--- config.mk ---
export PLATFORM = sky130hd
export DESIGN_NAME = least_resource_node_scorer
export DESIGN_NICKNAME = d
export VERILOG_FILES = /design/src/rtl/lrns_pkg.sv /design/src/rtl/lrns_ctrl.sv /design/src/rtl/lrns_dp.sv /design/src/rtl/least_resource_node_scorer.sv
export SDC_FILE = /design/constraint.sdc
export NUM_CORES = 1
export LEC_CHECK = 0
export ABC_AREA = 0
export BUFFER_PORTS_ARGS = -buffer_cell sky130_fd_sc_hd__buf_4
export CAP_MARGIN = 25
export CORE_UTILIZATION = 50
export CTS_BUF_LIST = sky130_fd_sc_hd__clkbuf_4
export DETAILED_ROUTE_END_ITERATION = 16
export PLACE_DENSITY = 0.8
export SYNTH_ARGS = -nofsm -noshare
export SYNTH_HDL_FRONTEND = slang
export SYNTH_SLANG_ARGS = --single-unit
export TNS_END_PERCENT = 100
--- constraint.sdc ---
create_clock -name clk_i -period 14.1 [get_ports clk_i]
set_input_delay 2.115 -clock clk_i [delete_from_list [all_inputs] [get_ports clk_i]]
set_output_delay 2.115 -clock clk_i [all_outputs]
set_load 0.05 [all_outputs]
--- src/rtl/lrns_pkg.sv ---
// Shared types and constants for the least-resource node scorer.
// Holds the controller state enum and the command/status structs.
// No dependencies.
package lrns_pkg;

  // Width of the node score result (fixed by the interface)
  localparam int unsigned SCORE_W = 21;

  // Controller states
  typedef enum logic [2:0] {
    ST_IDLE,
    ST_CHECK,
    ST_DIV,
    ST_ACC,
    ST_EMIT
  } lrns_state_e;

  // Commands from controller to datapath
  typedef struct packed {
    logic load;       // capture an accepted item
    logic check;      // feasibility check, load divider
    logic div_step;   // one restoring division step
    logic div_first;  // first step: compare without shift
    logic acc;        // add term into running sum
    logic emit;       // load output register, clear request state
  } lrns_cmd_t;

  // Status from datapath to controller
  typedef struct packed {
    logic skip;       // no division needed for this item
    logic last;       // captured item ends the request
    logic out_free;   // output register can take a result
  } lrns_sts_t;

endpackage

--- src/rtl/lrns_ctrl.sv ---
// Controller for the least-resource node scorer.
// Sequences accept, check, division steps, accumulate and emit.
// Depends on lrns_pkg.
module lrns_ctrl
  import lrns_pkg::*;
#(
  parameter int unsigned FRAC_BITS = 16
) (
  input  logic      clk_i,
  input  logic      rst_ni,
  input  logic      in_valid_i,
  output logic      in_ready_o,
  input  lrns_sts_t sts_i,
  output lrns_cmd_t cmd_o
);

  localparam int unsigned STEPS = FRAC_BITS + 1;
  localparam int unsigned CNT_W = $clog2(STEPS);

  lrns_state_e state_q, state_d;
  logic [CNT_W-1:0] cnt_q, cnt_d;
  logic last_step;

  assign last_step = (cnt_q == CNT_W'(FRAC_BITS));

  // State and step counter registers
  always_ff @(posedge clk_i or negedge rst_ni) begin
    if (!rst_ni) begin
      state_q <= ST_IDLE;
      cnt_q   <= '0;
    end else begin
      state_q <= state_d;
      cnt_q   <= cnt_d;
    end
  end

  // Next state
  always_comb begin
    state_d = state_q;
    unique case (state_q)
      ST_IDLE:  if (in_valid_i) state_d = ST_CHECK;
      ST_CHECK: state_d = sts_i.skip ? ST_ACC : ST_DIV;
      ST_DIV:   if (last_step) state_d = ST_ACC;
      ST_ACC:   state_d = sts_i.last ? ST_EMIT : ST_IDLE;
      ST_EMIT:  if (sts_i.out_free) state_d = ST_IDLE;
      default:  state_d = ST_IDLE;
    endcase
  end

  // Step counter: cleared on check, advanced per division step
  always_comb begin
    cnt_d = cnt_q;
    if (state_q == ST_CHECK) begin
      cnt_d = '0;
    end else if (state_q == ST_DIV && !last_step) begin
      cnt_d = cnt_q + 1'b1;
    end
  end

  // Outputs
  always_comb begin
    cmd_o      = '0;
    in_ready_o = 1'b0;
    unique case (state_q)
      ST_IDLE: begin
        in_ready_o = 1'b1;
        cmd_o.load = in_valid_i;
      end
      ST_CHECK: cmd_o.check = 1'b1;
      ST_DIV: begin
        cmd_o.div_step  = 1'b1;
        cmd_o.div_first = (cnt_q == '0);
      end
      ST_ACC:   cmd_o.acc  = 1'b1;
      ST_EMIT:  cmd_o.emit = sts_i.out_free;
      default: ;
    endcase
  end

endmodule

--- src/rtl/lrns_dp.sv ---
// Datapath for the least-resource node scorer: operand registers,
// restoring divider, saturating accumulator and output register.
// Depends on lrns_pkg.
module lrns_dp
  import lrns_pkg::*;
#(
  parameter int unsigned FRAC_BITS          = 16,
  parameter int unsigned MAX_RESOURCE_TYPES = 16,
  parameter int unsigned AMOUNT_BITS        = 40
) (
  input  logic                   clk_i,
  input  logic                   rst_ni,
  input  lrns_cmd_t              cmd_i,
  output lrns_sts_t              sts_o,
  input  logic [AMOUNT_BITS-1:0] requested_amount_i,
  input  logic [AMOUNT_BITS-1:0] available_amount_i,
  input  logic [AMOUNT_BITS-1:0] held_amount_i,
  input  logic                   last_resource_i,
  output logic                   out_valid_o,
  input  logic                   out_ready_i,
  output logic [SCORE_W-1:0]     fit_score_o,
  output logic                   infeasible_o
);

  localparam int unsigned TERM_W = FRAC_BITS + 1;
  localparam int unsigned ACC_W  = ((TERM_W > SCORE_W) ? TERM_W : SCORE_W) + 1;
  localparam longint unsigned CAP_FULL  = longint'(MAX_RESOURCE_TYPES) << FRAC_BITS;
  localparam longint unsigned SCORE_MAX = (longint'(1) << SCORE_W) - 1;
  localparam logic [SCORE_W-1:0] CAP =
    SCORE_W'((CAP_FULL < SCORE_MAX) ? CAP_FULL : SCORE_MAX);

  // Operand registers
  logic [AMOUNT_BITS-1:0] req_q, usable_q, rem_q;
  logic [AMOUNT_BITS-1:0] rem_d;
  logic                   last_q;
  logic [TERM_W-1:0]      quo_q, quo_d;

  // Request state
  logic [SCORE_W-1:0] score_sum_q, score_sum_d;
  logic               failed_q, failed_d;

  // Output register
  logic               out_valid_q, out_valid_d;
  logic [SCORE_W-1:0] fit_score_q;
  logic               infeasible_q;

  // Usable amount at the input: available minus held, clamped at zero
  logic [AMOUNT_BITS:0]   use_diff;
  logic [AMOUNT_BITS-1:0] usable_in;
  assign use_diff  = {1'b0, available_amount_i} - {1'b0, held_amount_i};
  assign usable_in = use_diff[AMOUNT_BITS] ? '0 : use_diff[AMOUNT_BITS-1:0];

  // Feasibility: usable minus requested, borrow means infeasible
  logic [AMOUNT_BITS:0] free_diff;
  logic                 over_req;
  logic                 usable_zero;
  assign free_diff   = {1'b0, usable_q} - {1'b0, req_q};
  assign over_req    = free_diff[AMOUNT_BITS];
  assign usable_zero = (usable_q == '0);

  // One restoring step: shift (except first), compare, subtract
  logic [AMOUNT_BITS:0] cand;
  logic [AMOUNT_BITS:0] cand_sub;
  logic                 q_bit;
  assign cand     = cmd_i.div_first ? {1'b0, rem_q} : {rem_q, 1'b0};
  assign cand_sub = cand - {1'b0, usable_q};
  assign q_bit    = !cand_sub[AMOUNT_BITS];

  always_comb begin
    rem_d = rem_q;
    quo_d = quo_q;
    if (cmd_i.check) begin
      rem_d = free_diff[AMOUNT_BITS-1:0];
      quo_d = '0;
    end else if (cmd_i.div_step) begin
      rem_d = q_bit ? cand_sub[AMOUNT_BITS-1:0] : cand[AMOUNT_BITS-1:0];
      quo_d = {quo_q[TERM_W-2:0], q_bit};
    end
  end

  // Saturating accumulate
  logic [ACC_W-1:0]   sum_w;
  logic [SCORE_W-1:0] sum_sat;
  assign sum_w   = ACC_W'(score_sum_q) + ACC_W'(quo_q);
  assign sum_sat = (sum_w > ACC_W'(CAP)) ? CAP : sum_w[SCORE_W-1:0];

  always_comb begin
    score_sum_d = score_sum_q;
    failed_d    = failed_q;
    if (cmd_i.check) begin
      failed_d = failed_q | over_req;
    end else if (cmd_i.acc) begin
      score_sum_d = sum_sat;
    end else if (cmd_i.emit) begin
      score_sum_d = '0;
      failed_d    = 1'b0;
    end
  end

  // Output register handshake
  assign sts_o.out_free = !out_valid_q || out_ready_i;
  always_comb begin
    out_valid_d = out_valid_q;
    if (cmd_i.emit) begin
      out_valid_d = 1'b1;
    end else if (out_ready_i) begin
      out_valid_d = 1'b0;
    end
  end

  assign sts_o.skip = failed_q | over_req | usable_zero;
  assign sts_o.last = last_q;

  // Control state
  always_ff @(posedge clk_i or negedge rst_ni) begin
    if (!rst_ni) begin
      score_sum_q <= '0;
      failed_q    <= 1'b0;
      out_valid_q <= 1'b0;
    end else begin
      score_sum_q <= score_sum_d;
      failed_q    <= failed_d;
      out_valid_q <= out_valid_d;
    end
  end

  // Payload registers
  always_ff @(posedge clk_i) begin
    if (cmd_i.load) begin
      req_q    <= requested_amount_i;
      usable_q <= usable_in;
      last_q   <= last_resource_i;
    end
    rem_q <= rem_d;
    quo_q <= quo_d;
    if (cmd_i.emit) begin
      fit_score_q  <= failed_q ? '0 : score_sum_q;
      infeasible_q <= failed_q;
    end
  end

  assign out_valid_o  = out_valid_q;
  assign fit_score_o  = fit_score_q;
  assign infeasible_o = infeasible_q;

`ifndef ASSERT_OFF
  // Running sum never passes the saturation cap
  a_sum_cap: assert property (@(posedge clk_i) disable iff (!rst_ni)
    score_sum_q <= CAP)
    else $error("score sum above cap");

  // Partial remainder stays below the divisor between steps
  a_rem_bound: assert property (@(posedge clk_i) disable iff (!rst_ni)
    (cmd_i.div_step && !cmd_i.div_first) |-> (rem_q < usable_q))
    else $error("remainder not below divisor");

  // Request state is cleared after a result is emitted
  a_emit_clear: assert property (@(posedge clk_i) disable iff (!rst_ni)
    cmd_i.emit |=> (score_sum_q == '0 && !failed_q))
    else $error("request state not cleared after emit");

  // Infeasible result always carries a zero score
  a_infeas_zero: assert property (@(posedge clk_i) disable iff (!rst_ni)
    (out_valid_q && infeasible_q) |-> (fit_score_q == '0))
    else $error("infeasible result with nonzero score");
`endif

endmodule

--- src/rtl/least_resource_node_scorer.sv ---
// Least-resource node scorer: scores one node for one resource request.
// One input item per resource type; one result per item marked last.
//
// Input channel (in_valid_i/in_ready_o): one resource type per item with the
// requested, available and held amounts and a last_resource flag.
// Output channel (out_valid_o/out_ready_i): fit_score_o (Q FRAC_BITS sum of
// free fractions, 0 when infeasible) and infeasible_o, once per request.
// Each item runs through accept, feasibility check, FRAC_BITS+1 restoring
// division steps (one quotient bit per cycle in a shared divider) and an
// accumulate step. Items that need no division (infeasible, zero usable,
// request already failed) go from the check straight to the accumulate step.
// The last item of a request then passes through an emit state that loads
// the output register once it is free.
// Reset clears the running sum, the failed flag and the output valid.
// A stalled receiver holds the result in the output register; the block
// keeps taking items and stalls only when a second result is ready to load.
// Depends on lrns_pkg, lrns_ctrl and lrns_dp.
module least_resource_node_scorer
  import lrns_pkg::*;
#(
  parameter int unsigned FRAC_BITS          = 16,
  parameter int unsigned MAX_RESOURCE_TYPES = 16,
  parameter int unsigned AMOUNT_BITS        = 40
) (
  input  logic                   clk_i,
  input  logic                   rst_ni,
  input  logic                   in_valid_i,
  output logic                   in_ready_o,
  input  logic [AMOUNT_BITS-1:0] requested_amount_i,
  input  logic [AMOUNT_BITS-1:0] available_amount_i,
  input  logic [AMOUNT_BITS-1:0] held_amount_i,
  input  logic                   last_resource_i,
  output logic                   out_valid_o,
  input  logic                   out_ready_i,
  output logic [SCORE_W-1:0]     fit_score_o,
  output logic                   infeasible_o
);

  lrns_cmd_t cmd;
  lrns_sts_t sts;

  // Sequencer
  lrns_ctrl #(
    .FRAC_BITS (FRAC_BITS)
  ) u_ctrl (
    .clk_i      (clk_i),
    .rst_ni     (rst_ni),
    .in_valid_i (in_valid_i),
    .in_ready_o (in_ready_o),
    .sts_i      (sts),
    .cmd_o      (cmd)
  );

  // Divider, accumulator and output register
  lrns_dp #(
    .FRAC_BITS          (FRAC_BITS),
    .MAX_RESOURCE_TYPES (MAX_RESOURCE_TYPES),
    .AMOUNT_BITS        (AMOUNT_BITS)
  ) u_dp (
    .clk_i              (clk_i),
    .rst_ni             (rst_ni),
    .cmd_i              (cmd),
    .sts_o              (sts),
    .requested_amount_i (requested_amount_i),
    .available_amount_i (available_amount_i),
    .held_amount_i      (held_amount_i),
    .last_resource_i    (last_resource_i),
    .out_valid_o        (out_valid_o),
    .out_ready_i        (out_ready_i),
    .fit_score_o        (fit_score_o),
    .infeasible_o       (infeasible_o)
  );

endmodule
## Word-level counts from Yosys, hierarchy flattened

Cells that the tools add are included.

- Register bits: 191
- Bits of input ports: 125
- Word-level logic and storage cells: 72

- Bitwise operators: 3
- Add/sub/neg operators: 5
- Multiplexer cells: 26
- Reduce and logical (&&, ||, !) cells: 16
- Order comparisons: 1
- Equal/unequal tests: 9

Operator list:

| cell | count |
|---|---|
| 40-bit two-way mux | 3 |
| 40-bit by 40-bit subtractor with 41-bit output | 2 |
| 21-bit two-way mux | 3 |
| 41-bit two-way mux | 1 |
| 41-bit by 40-bit subtractor with 41-bit output | 1 |
| 40-bit logical NOT | 1 |
| 21-bit by 17-bit adder with 22-bit output | 1 |
| 22-bit by 21-bit > comparator with 1-bit output (second input constant) | 1 |
| 3-bit case mux with 5 select lines | 1 |
| 3-bit two-way mux | 4 |
| 1-bit two-way mux | 11 |
| 5-bit two-way mux | 2 |
| 2-bit nonzero test | 5 |
| 3-bit by 2-bit == test with 1-bit output (second input constant) | 2 |
| 2-bit by 1-bit != test with 1-bit output (second input constant) | 3 |
| 5-bit by 1-bit adder with 5-bit output (second input constant) | 1 |
| 5-bit == test (second input constant) | 1 |
| 5-bit logical NOT | 1 |
| 2-bit AND reduction | 2 |
| 3-bit by 1-bit == test with 1-bit output (second input constant) | 1 |
| 3-bit == test (second input constant) | 1 |
| 1-bit logical NOT | 3 |
| 3-bit logical NOT | 1 |
| 3-bit AND reduction | 1 |
| 6 further kinds | 7 |

## Logic depth before layout (Yosys ltp)

- Depth after elaboration: 7
- Mapped depth: 21
- Mapped depth without buffers: 17

## Hierarchy

Synthesis repeated with hierarchy kept, for this count alone.

- Cells, all modules: 1751
- Area, all modules: 15798.9 um^2

Modules (own cells, without submodules):

| module | area each (um^2) | instances | sequential area each (um^2) | cells an instance |
|---|---|---|---|---|
| lrns_dp | 15319.7 | 1 | 5210.0 | 1701 |
| lrns_ctrl | 479.2 | 1 | 200.2 | 50 |

## Worst setup path before layout

No wires, ideal clock.

- Path type: input to register
- Start: in available_amount_i[0]
- End: reg u_dp.usable_q[29], data pin
- Path slack: 9.151 ns
- Stages: 15
- Arrival: 4.810 ns
- Buffers on the path: 2
- Cells stage by stage: inv_1 -> ha_1 -> fa_1 -> and2b_1 -> o31a_1 -> nor3_1 -> o31ai_2 -> a31oi_2 -> o31ai_4 -> a21oi_1 -> a31oi_1 -> o21ai_1 -> buf_2 -> buf_2 -> nor2_1

- Word-level cells in the longest chain between the ends: 1

RTL lines:

| item | line | text |
|---|---|---|
| start, declared | least_resource_node_scorer.sv:30 | `input logic [AMOUNT_BITS-1:0] available_amount_i,` |
| 40-bit by 40-bit subtractor with 41-bit output | lrns_dp.sv:50 | `assign use_diff = {1'b0, available_amount_i} - {1'b0, held_amount_i};` |
| end signal, assigned | lrns_dp.sv:131 | `usable_q <= usable_in;` |
| end, declared | lrns_dp.sv:33 | `logic [AMOUNT_BITS-1:0] req_q, usable_q, rem_q;` |

Every way passes these cells.
A chain may end at the register's enable or synchronous reset.

## Final worst setup path

- Start: reg u_ctrl.state_q[2]
- End: reg u_dp.rem_q[23], data pin

- Word-level cells in the longest chain between the ends: 7

RTL lines:

| item | line | text |
|---|---|---|
| start, declared | lrns_ctrl.sv:20 | `lrns_state_e state_q, state_d;` |
| start signal, assigned | lrns_ctrl.sv:32 | `state_q <= state_d;` |
| 3-bit by 2-bit == test with 1-bit output | lrns_ctrl.sv:64 | `unique case (state_q)` |
| 2-bit two-way mux | lrns_ctrl.sv:64 |  |
| 41-bit two-way mux | lrns_dp.sv:65 | `assign cand = cmd_i.div_first ? {1'b0, rem_q} : {rem_q, 1'b0};` |
| 41-bit by 40-bit subtractor with 41-bit output | lrns_dp.sv:66 | `assign cand_sub = cand - {1'b0, usable_q};` |
| 40-bit two-way mux | lrns_dp.sv:76 | `rem_d = q_bit ? cand_sub[AMOUNT_BITS-1:0] : cand[AMOUNT_BITS-1:0];` |
| 40-bit two-way mux | lrns_dp.sv:75 | `end else if (cmd_i.div_step) begin` |
| 40-bit two-way mux * | lrns_dp.sv:72 | `if (cmd_i.check) begin` |
| net u_dp.rem_d[23] | lrns_dp.sv:34 | `logic [AMOUNT_BITS-1:0] rem_d;` |
| end signal, assigned | lrns_dp.sv:134 | `rem_q <= rem_d;` |
| end, declared | lrns_dp.sv:33 |  |

The timed path passes the listed nets; every way through them passes the cells marked *. The select of a mux whose other input is x is not followed.

==> load_flow_metrics.sql <==
INSERT INTO impl_metrics (metric_group, metric, value, unit) VALUES
('outcome', 'status', 'finished clean', ''),
('clocking', 'worstSkewPairLatency', '0.63', 'ns'),
('clocking', 'cts_num_sinks', '191', ''),
('route', 'detail_route.wl_per_cell', '15.86', 'um'),
('clocking', 'cts_h_tree_depth', '4', ''),
('die', 'die_height', '177.1', 'um'),
('clocking', 'root_buffer', 'sky130_fd_sc_hd__clkbuf_4', ''),
('flow_run', 'max_cap_violations', '0', ''),
('worst_setup_path', 'worst-setup-path-type', 'flip-flop to flip-flop', ''),
('worst_setup_path', 'crit_fanout', '40', ''),
('min_path', 'worst_hold_path_type', 'flip-flop to flip-flop', ''),
('placement', 'dpl.hpwl', '27430', 'um'),
('final_layout', 'seq_area', '5410', 'um2'),
('clocking', 'cts_hold_repair.buffers', '0', ''),
('sta', 'fraction_of_the_cycle_the_final_worst_path_needs', '0.3953', ''),
('global_route', 'grt_pass1_wl', '59370', 'um'),
('sta', 'clock_skew', '0.02453', 'ns'),
('sta', 'final_slew_violations', '0', ''),
('final_layout', 'syn2layout_area_growth', '11.52', '%'),
('worst_setup_path', 'critical_path.most_common_cell', 'sky130_fd_sc_hd__mux2_2', ''),
('worst_setup_path', 'cpLargestDelayFamily', 'compound AO/OA/AOI/OAI gates', ''),
('power', 'ir_worst_vdd', '220.0', 'uV'),
('worst_setup_path', 'max_stage_delay', '0.57', 'ns'),
('final_layout', 'filler_cell_count_in_the_final_layout', '2602', ''),
('route', 'dr_wl_met2', '16720', 'um'),
('sta', 'tightest_slew', '0.8816', 'ns'),
('clocking', 'clock_tree_from_tritoncts', 'done', ''),
('yosys', 'synthTopCellsByArea', 'sky130_fd_sc_hd__edfxtp_1 (28%), sky130_fd_sc_hd__ha_1 (11%), sky130_fd_sc_hd__dfrtp_1 (5.1%)', ''),
('global_route', 'grt_antenna_before_repair', '1', ''),
('yosys', 'mapped_cell_area', '15320', 'um2'),
('yosys', 'synth-edff-count', '143', ''),
('yosys', 'synth.yosys.seq_area_share', '0.3531', ''),
('worst_setup_path', 'crit_required', '14.50', 'ns'),
('final_layout', 'multi_input_area', '9117', 'um2'),
('global_route', 'grt_max_degree', '72', ''),
('worst_setup_path', 'crit_chain', 'or3b_2 > nor3_2 > buf_4 > mux2_2 > ha_1 > o211ai_2 > a21oi_1 > o311a_1 > a22oi_2 > o21ai_1 > a21bo_2 > a31oi_4 > xor2_2 > buf_4 > mux2_2 > mux2_2', ''),
('route', 'detail_route.wirelength.met1', '15600', 'um'),
('global_route', 'grt_use_total', '0.2317', ''),
('die', 'pin_count', '149', ''),
('power', 'power_density', '216.4', 'nW/um2'),
('global_route', 'first_global_vias', '12622', ''),
('placement', 'preCtsSetupSlack', '8.466', 'ns'),
('route', 'route.detailed.vias_per_inst', '5.851', ''),
('yosys', 'postSynthCellCount', '1705', ''),
('route', 'routed_wirelength', '35440', 'um'),
('yosys', 'async_flop_share', '0.1623', ''),
('final_layout', 'finalNetCount', '2098', ''),
('clocking', 'cts.repair_timing.setup_buffer_count', '0', ''),
('clocking', 'cts_inserted_buffers', '17', ''),
('placement', 'post-place-cells', '2200', ''),
('die', 'die_x', '177.1', 'um'),
('sta', 'finalWorstPathRequiredPeriod', '5.574', 'ns'),
('final_layout', 'drive_gt1_frac', '0.1400', ''),
('clocking', 'cts.reportedPaths.clkPinSlew', '0.17', 'ns'),
('yosys', 'synth.largest_area_cell', 'sky130_fd_sc_hd__edfxtp_1', ''),
('sta', 'final-hold-violation-count', '0', ''),
('clocking', 'cts_buffer_depth', '2', ''),
('route', 'drt_iter0_drc', '872', ''),
('route', 'route.top_layer_used', 'met4', ''),
('sta', 'grt_setup_unrepaired', 'false', ''),
('sta', 'tns', '0', 'ns'),
('final_layout', 'layoutNonFillerInstCount', '2234', ''),
('die', 'core.rowCount', '63', ''),
('sta', 'setup_viol', '0', ''),
('placement', 'numPortBuffers', '148', ''),
('die', 'starting_density', '0.5129', ''),
('die', 'die_area', '31350', 'um2'),
('yosys', 'synth_area_per_inst', '8.987', 'um2'),
('route', 'drc_errors', '0', ''),
('sta', 'max_clock_freq', '179.4', 'MHz'),
('worst_setup_path', 'worstSetupEndpointType', 'flip-flop', '');
worst reg2reg max path: stages (launching register included):
cell and delay, ns:
sky130_fd_sc_hd__dfrtp_1 0.52, sky130_fd_sc_hd__or3b_2 0.57, sky130_fd_sc_hd__nor3_2 0.18, sky130_fd_sc_hd__buf_4 0.49
sky130_fd_sc_hd__mux2_2 0.45, sky130_fd_sc_hd__ha_1 0.36, sky130_fd_sc_hd__o211ai_2 0.17, sky130_fd_sc_hd__a21oi_1 0.09
sky130_fd_sc_hd__o311a_1 0.41, sky130_fd_sc_hd__a22oi_2 0.21, sky130_fd_sc_hd__o21ai_1 0.15, sky130_fd_sc_hd__a21bo_2 0.29
sky130_fd_sc_hd__a31oi_4 0.23, sky130_fd_sc_hd__xor2_2 0.15, sky130_fd_sc_hd__buf_4 0.45, sky130_fd_sc_hd__mux2_2 0.41
sky130_fd_sc_hd__mux2_2 0.26
layout by cell type (no fill, tap or decap), types with 6 or more instances in the layout:
cell and n:
sky130_fd_sc_hd__buf_4 159, sky130_fd_sc_hd__inv_1 154, sky130_fd_sc_hd__nand2_1 146, sky130_fd_sc_hd__edfxtp_1 143, sky130_fd_sc_hd__nor2_1 142, sky130_fd_sc_hd__ha_1 139, sky130_fd_sc_hd__a21oi_1 130, sky130_fd_sc_hd__o21ai_0 77
sky130_fd_sc_hd__xnor2_1 56, sky130_fd_sc_hd__a21o_1 55, sky130_fd_sc_hd__xor2_1 51, sky130_fd_sc_hd__mux2_2 40, sky130_fd_sc_hd__nor2b_1 37, sky130_fd_sc_hd__nor3_1 36, sky130_fd_sc_hd__a31oi_1 36, sky130_fd_sc_hd__nand3_1 35
sky130_fd_sc_hd__dfrtp_1 31, sky130_fd_sc_hd__nand2b_1 27, sky130_fd_sc_hd__a22o_1 25, sky130_fd_sc_hd__o21a_1 23, sky130_fd_sc_hd__nand4_1 20, sky130_fd_sc_hd__a211oi_1 20, sky130_fd_sc_hd__clkbuf_4 17, sky130_fd_sc_hd__dfxtp_1 17
sky130_fd_sc_hd__nor4_1 16, sky130_fd_sc_hd__mux2i_1 14, sky130_fd_sc_hd__o21bai_1 14, sky130_fd_sc_hd__o211ai_1 13, sky130_fd_sc_hd__and3_1 9, sky130_fd_sc_hd__a211o_1 9, sky130_fd_sc_hd__and2_1 9, sky130_fd_sc_hd__a2111oi_0 8
sky130_fd_sc_hd__o31a_1 7, sky130_fd_sc_hd__o31ai_1 7, sky130_fd_sc_hd__a21boi_0 7, sky130_fd_sc_hd__a221oi_1 6, sky130_fd_sc_hd__o2111ai_1 6, sky130_fd_sc_hd__nand3b_1 6, sky130_fd_sc_hd__or3_1 6
kinds of logic (layout without fill, tap and decap cells):
family	after synthesis	in the layout	share of synthesized area
adder cells (fa/ha/maj)	143	143	0.1187
other	0	1	0
multiplexers	54	54	0.03854
flip-flops	191	191	0.3531
buffers and inverters	207	345	0.05324
AND/OR/NAND/NOR	510	510	0.1579
XOR/XNOR	109	109	0.06329
AO/OA/AOI/OAI	491	491	0.2152
power by group:
part | internal (mW) | total [mW] | leakage, nW | switching [mW]
clock network | 0.0974 | 0.315 | 0.161 | 0.218
registers | 0.863 | 0.971 | 1.90 | 0.107
logic | 0.980 | 2.41 | 5.46 | 1.43
metal layers:
metal,global-route usage,vias to the layer above
met5,0,-
met2,0.3945,437
li1,-,6478
met3,0.03372,71
met1,0.2991,6086
met4,0.07795,0
worst paths after layout:
| check | cells after the start | startpoint | slack (ns) | endpoint |
|---|---|---|---|---|
| max | 16 | u_ctrl.state_q[2]$_DFFE_PN0P_ | 8.53 | u_dp.rem_q[23]$_DFFE_PP_ |
| min | 2 | u_dp.last_q$_DFFE_PP_ | 0.50 | u_ctrl.state_q[2]$_DFFE_PN0P_ |
| max reg2reg | 16 | u_ctrl.state_q[2]$_DFFE_PN0P_ | 8.53 | u_dp.rem_q[23]$_DFFE_PP_ |
| max in group asynchronous | 1 | rst_ni | 12.40 | u_dp.score_sum_q[1]$_DFFE_PN0P_ |
| min in group asynchronous | 1 | rst_ni | 1.38 | u_dp.score_sum_q[16]$_DFFE_PN0P_ |
| min reg2reg | 2 | u_dp.last_q$_DFFE_PP_ | 0.50 | u_ctrl.state_q[2]$_DFFE_PN0P_ |
registers in the layout, indices dropped and copies added (netlist names):
name	flops
u_dp.rem_q	40
u_dp.req_q	40
u_dp.usable_q	40
u_dp.fit_score_o	21
u_dp.score_sum_q	21
u_dp.quo_q	17
u_ctrl.cnt_q	5
u_ctrl.state_q	3
u_dp.failed_q	1
u_dp.infeasible_o	1
u_dp.last_q	1
u_dp.out_valid_o	1
cell type report:
type | instances | share of cell area
antenna | 1 | 0.0001464
clock inverter | 15 | 0.009958
clock buffer | 17 | 0.007469
sequential | 191 | 0.3166
timing repair buffer | 159 | 0.06985
tap | 390 | 0.02856
multi-input combinational | 1307 | 0.5336
inverter | 154 | 0.03383
cells in the mapped netlist, drive strengths merged (7+ instances only):
cell type and number:
edfxtp 143, o21ai 82, nand3 35, dfxtp 17, nor2 142, ha 139
a211o 9, o21a 23, o211ai 14, clkbuf 35, a211oi 20, nand2 146
o21bai 14, buf 18, o31a 7, xor2 52, nor4 16, nand2b 27
inv 154, a31oi 39, mux2i 14, a22o 25, a21boi 7, mux2 40
dfrtp 31, nand4 20, nor2b 37, and3 9, o31ai 9, and2 10
nor3 37, xnor2 57, a21o 55, a21oi 132, a2111oi 8
per-stage QoR:
step	instance area [um2]	power, mW	utilization	hold WS [ns]
after floorplan	15320	2.845	-	0.4260
after global placement	16780	3.278	0.5617	0.4571
after detailed placement	16780	3.346	0.5617	0.4586
after CTS	17080	3.673	0.5716	0.5015
after global routing	17090	4.001	0.5720	0.5188
final	17090	3.697	0.5720	0.4957
No activity file was read; power rests on OpenSTA's default activity.
